**src/rtl/bs_pkg.sv**
```systemverilog
`default_nettype none

package bs_pkg;

  localparam int TABLE_DEPTH = 1024;
  localparam int DATA_W      = 32;
  localparam int ADDR_W      = $clog2(TABLE_DEPTH);
  localparam int SIZE_W      = $clog2(TABLE_DEPTH + 1);
  localparam int LH_W        = SIZE_W + 1;
  localparam int IDX_W       = 10;
  localparam int CNT_W       = 5;
  localparam int TSIZE_W     = 11;
  localparam int PADDR_W     = 3;

  localparam logic FUNC_WRITE  = 1'b0;
  localparam logic FUNC_SEARCH = 1'b1;

  localparam logic [PADDR_W-3:0] REG_TABLE_SIZE = '0;

  typedef struct packed {
    logic wr;
    logic start;
    logic rd;
    logic cmp;
    logic emit;
  } cmd_t;

  typedef struct packed {
    logic more;
  } status_t;

endpackage

`default_nettype wire

```
**src/rtl/bs_ctrl.sv**
```systemverilog
`default_nettype none

module bs_ctrl (
  input  wire logic            clk_i,
  input  wire logic            rst_ni,
  input  wire logic            in_valid_i,
  input  wire logic            in_func_i,
  output logic                 in_ready_o,
  output logic                 out_valid_o,
  input  wire logic            out_ready_i,
  input  wire bs_pkg::status_t status_i,
  output bs_pkg::cmd_t         cmd_o
);

  localparam logic [1:0] ST_IDLE  = 2'd0;
  localparam logic [1:0] ST_PROBE = 2'd1;
  localparam logic [1:0] ST_CMP   = 2'd2;
  localparam logic [1:0] ST_DONE  = 2'd3;

  logic [1:0] state_q, state_d;
  logic       ovalid_q, ovalid_d;
  logic       accept;
  logic       slot_free;

  assign in_ready_o  = (state_q == ST_IDLE);
  assign accept      = in_valid_i && in_ready_o;
  assign slot_free   = !ovalid_q || out_ready_i;
  assign out_valid_o = ovalid_q;

  always_comb begin
    state_d     = state_q;
    ovalid_d    = ovalid_q && !out_ready_i;
    cmd_o       = '0;
    unique case (state_q)
      ST_IDLE: begin
        if (accept) begin
          if (in_func_i == bs_pkg::FUNC_SEARCH) begin
            cmd_o.start = 1'b1;
            state_d     = ST_PROBE;
          end else begin
            cmd_o.wr = 1'b1;
          end
        end
      end
      ST_PROBE: begin
        if (status_i.more) begin
          cmd_o.rd = 1'b1;
          state_d  = ST_CMP;
        end else begin
          state_d = ST_DONE;
        end
      end
      ST_CMP: begin
        cmd_o.cmp = 1'b1;
        state_d   = ST_PROBE;
      end
      ST_DONE: begin
        if (slot_free) begin
          cmd_o.emit = 1'b1;
          ovalid_d   = 1'b1;
          state_d    = ST_IDLE;
        end
      end
      default: state_d = ST_IDLE;
    endcase
  end

  always_ff @(posedge clk_i or negedge rst_ni) begin
    if (!rst_ni) begin
      state_q  <= ST_IDLE;
      ovalid_q <= 1'b0;
    end else begin
      state_q  <= state_d;
      ovalid_q <= ovalid_d;
    end
  end

endmodule

`default_nettype wire

```
**config.mk**
```make
export PLATFORM = sky130hd
export DESIGN_NAME = bs_ctrl
export DESIGN_NICKNAME = d
export VERILOG_FILES = /design/src/rtl/bs_pkg.sv /design/src/rtl/bs_ctrl.sv
export SDC_FILE = /design/constraint.sdc
export NUM_CORES = 1
export LEC_CHECK = 0
export BUFFER_PORTS_ARGS = -buffer_cell sky130_fd_sc_hd__buf_2
export CAP_MARGIN = 20
export CORE_AREA = 2 2 39 41
export CTS_BUF_LIST = sky130_fd_sc_hd__clkbuf_4
export DETAILED_ROUTE_END_ITERATION = 10
export DIE_AREA = 0 0 41 43
export GPL_TIMING_DRIVEN = 0
export PLACE_DENSITY = 0.45
export SLEW_MARGIN = 20
export SYNTH_ARGS = -nofsm -noshare
export SYNTH_HDL_FRONTEND = slang
export SYNTH_SLANG_ARGS = --single-unit
```
**constraint.sdc**
```tcl
create_clock -name clk_i -period 1 [get_ports clk_i]
set_input_delay 0.2 -clock clk_i [delete_from_list [all_inputs] [get_ports clk_i]]
set_output_delay 0.2 -clock clk_i [all_outputs]
set_load 0.02 [all_outputs]
```
==> metrics.cfg <==
[status]
outcome = finished, violations left
violations = negative setup slack

[synthesis]
synth_area_um2 = 170
syn_inst = 17
synth_seq_area_share_pct = 44.1
yosysTopAreaCell = dfrtp_1
syn_area_per_cell_um2 = 10.0
ys_seq_elements = 3
ys_warn_count = 0
syn_nets = 23
synth_top_area_share_pct = 44.1
ys_top_cells_by_area = dfrtp_1, nand2_1, nand2b_4
ys_types = 10

[critical_path]
cp-end-kind = output port
rrSetupSlack_ns = 0.11
rr_startpoint = state_q[0]$_DFFE_PN0P_
rr_worst_depth = 2
endpoint = cmd_o[3]
crit_type = reg -> out
arrival_ns = 1.12
cp-startpoint = state_q[0]$_DFFE_PN0P_
cp_max_fo = 6
r2r-end = state_q[0]$_DFFE_PN0P_
crit_path_start_kind = register
required_ns = 0.80

[cts]
insertion_delay_ns = 0.23
root_buffer = clkbuf_4
cts_sinks = 3
clk_path_buf_depth = 2
path_clk_slew_ns = 0.03
htreeDepth = 1
cts_made_buffers = 3
cts_tree = built

[die]
fp.dieW_um = 41
ioPinCount = 13
die_height_um = 43
core_area_um2 = 1380
design.die.area_um2 = 1760
initial_core_util_pct = 12.3
rows = 14

[cells_and_area]
nNetsFinal = 42
final_util_pct = 25.9
areaGrowthSynthToFinish_pct = 110
n_fill_cell = 151
layout-drive-gt1-share_pct = 77.1
insertedDiodeCount = 0

[power_and_ir_drop]
power_frac_comb_pct = 54.0
p_total_mw = 1.15
clockPowerShare_pct = 20.5
seqPwrFrac_pct = 25.5
power.density_nw_per_um2 = 3220
p_int_mw = 0.694
swShare_pct = 39.8
switchingPower_mw = 0.459
power.leakage_nw = 0.174
vdd_drop_max_uv = 947

[sta]
hold_viol = 0
worst_pin_slew_ns = 0.251
period_needed_ns = 1.32
setup_viol = 6
finalClockSkew_ns = 0.000438
maxSlewHeadroom_pct = 83.2
fin_crit_sh_pct = 132
fmax_mhz = 760
drv_slew = 0
setup_ws_ns = -0.316
rsz0062_at_grt = yes

[global_routing]
grt_max_degree = 7
grt_usage_pct = 6.33
grt_pass1_wl_um = 690
antenna_found_initial = 0
grt_pass1_vias = 191
grt_overflow = 0

[worst_hold_path]
hold_class = in -> reg

[drt]
avgViaCountPerCell = 3.55
firstDrtPassIters = 1
drt_iter0_markers = 0
wire_per_inst_um = 9.27
antenna_left = 0
drc = 0
vias = 181
routed_wl_um = 473

[run]
drv_cap = 0

[placed_design]
gp_congestion = 0.618
io_buffers = 12
hpwlAfterDp_um = 335

==> cell type report <==
cell class	instances	area (µm²)	area share (%)
timing repair buffer	14	114	31.8
sequential	3	77.6	21.7
tap	16	20.0	5.59
multi-input combinational	14	116	32.5
clock buffer	4	30.0	8.39
==> registers in the layout, indices dropped and copies added (netlist names) <==
signal	flops
state_q	2
out_valid_o	1
==> cell usage after synthesis <==
master,instances
nor2_1,3
a21boi_0,1
nand2_1,4
and3_2,1
a211oi_1,1
nor2b_4,1
nor3_2,1
dfrtp_1,3
and2b_2,1
nand2b_4,1
==> logic make-up after synthesis <==
group	Yosys count	synth area share [%]
simple gates	12	47.1
flops	3	44.1
compound gates	2	8.83
==> worst max-delay path, stage by stage (launching register included) <==
cell	delay, ns
dfrtp_2	0.44
nor2_4	0.14
and3_4	0.19
buf_6	0.11
==> power groups by stage <==
stage	Sequential, mW	Clock [mW]	Combinational (mW)
3_3_place_gp	0.284	0	0.471
4_1_cts	0.294	0.254	0.565
2_1_floorplan	0.289	0	0.322
5_1_grt	0.308	0.263	0.673
6_report	0.294	0.237	0.623
3_5_place_dp	0.282	0	0.472
==> metal layers <==
layer | track usage, % | part of all wire [%]
met5 | 0 | 0
met3 | 2.62 | 15
met2 | 7.50 | 46
met1 | 7.10 | 39
met4 | 8.00 | 0
==> timing repair <==
item	4_1_cts	5_1_grt
pin swaps	3	0
gates resized for setup	13	2
hold buffers	1	0
setup endpoints to repair	7	7
buffers inserted	0	1
hold endpoints to repair	3	0
==> layout by cell type (no fill, tap or decap), types with 2 or more instances in the layout <==
master | netlist | final
nor2_4 | 0 | 2
buf_6 | 0 | 5
buf_4 | 0 | 3
nand2_1 | 4 | 3
clkbuf_4 | 0 | 4
dfrtp_2 | 0 | 2
buf_2 | 0 | 5
==> metrics by stage <==
| step | setup slack (ns) | instance area [µm²] | setup TNS (ns) | std cells | hold slack (ns) |
|---|---|---|---|---|---|
| global placement | -0.123 | 269 | -0.455 | 45 | -0.000751 |
| global route | -0.361 | 358 | -1.88 | 51 | 0.254 |
| finish | -0.316 | 358 | -1.54 | 51 | 0.248 |
| CTS | -0.318 | 344 | -1.54 | 50 | 0.241 |
| detailed placement | -0.100 | 269 | -0.380 | 45 | -0.000399 |
| floorplan | -0.0771 | 189 | -0.202 | 17 | -0.0956 |
==> worst min path at each step <==
stage / startpoint / slack (ns) / to / depth (start not counted)
final: out_ready_i / 0.25 / out_valid_o$_DFF_PN0_ / 3
after detailed placement: rst_ni / -0.0004 / out_valid_o$_DFF_PN0_ / 1
after global routing: out_ready_i / 0.25 / out_valid_o$_DFF_PN0_ / 3
after floorplan: rst_ni / -0.1 / out_valid_o$_DFF_PN0_ / 0
after global placement: rst_ni / -0.0008 / out_valid_o$_DFF_PN0_ / 1
after CTS: out_ready_i / 0.24 / out_valid_o$_DFF_PN0_ / 3
Power figures use the tool's default switching activity.
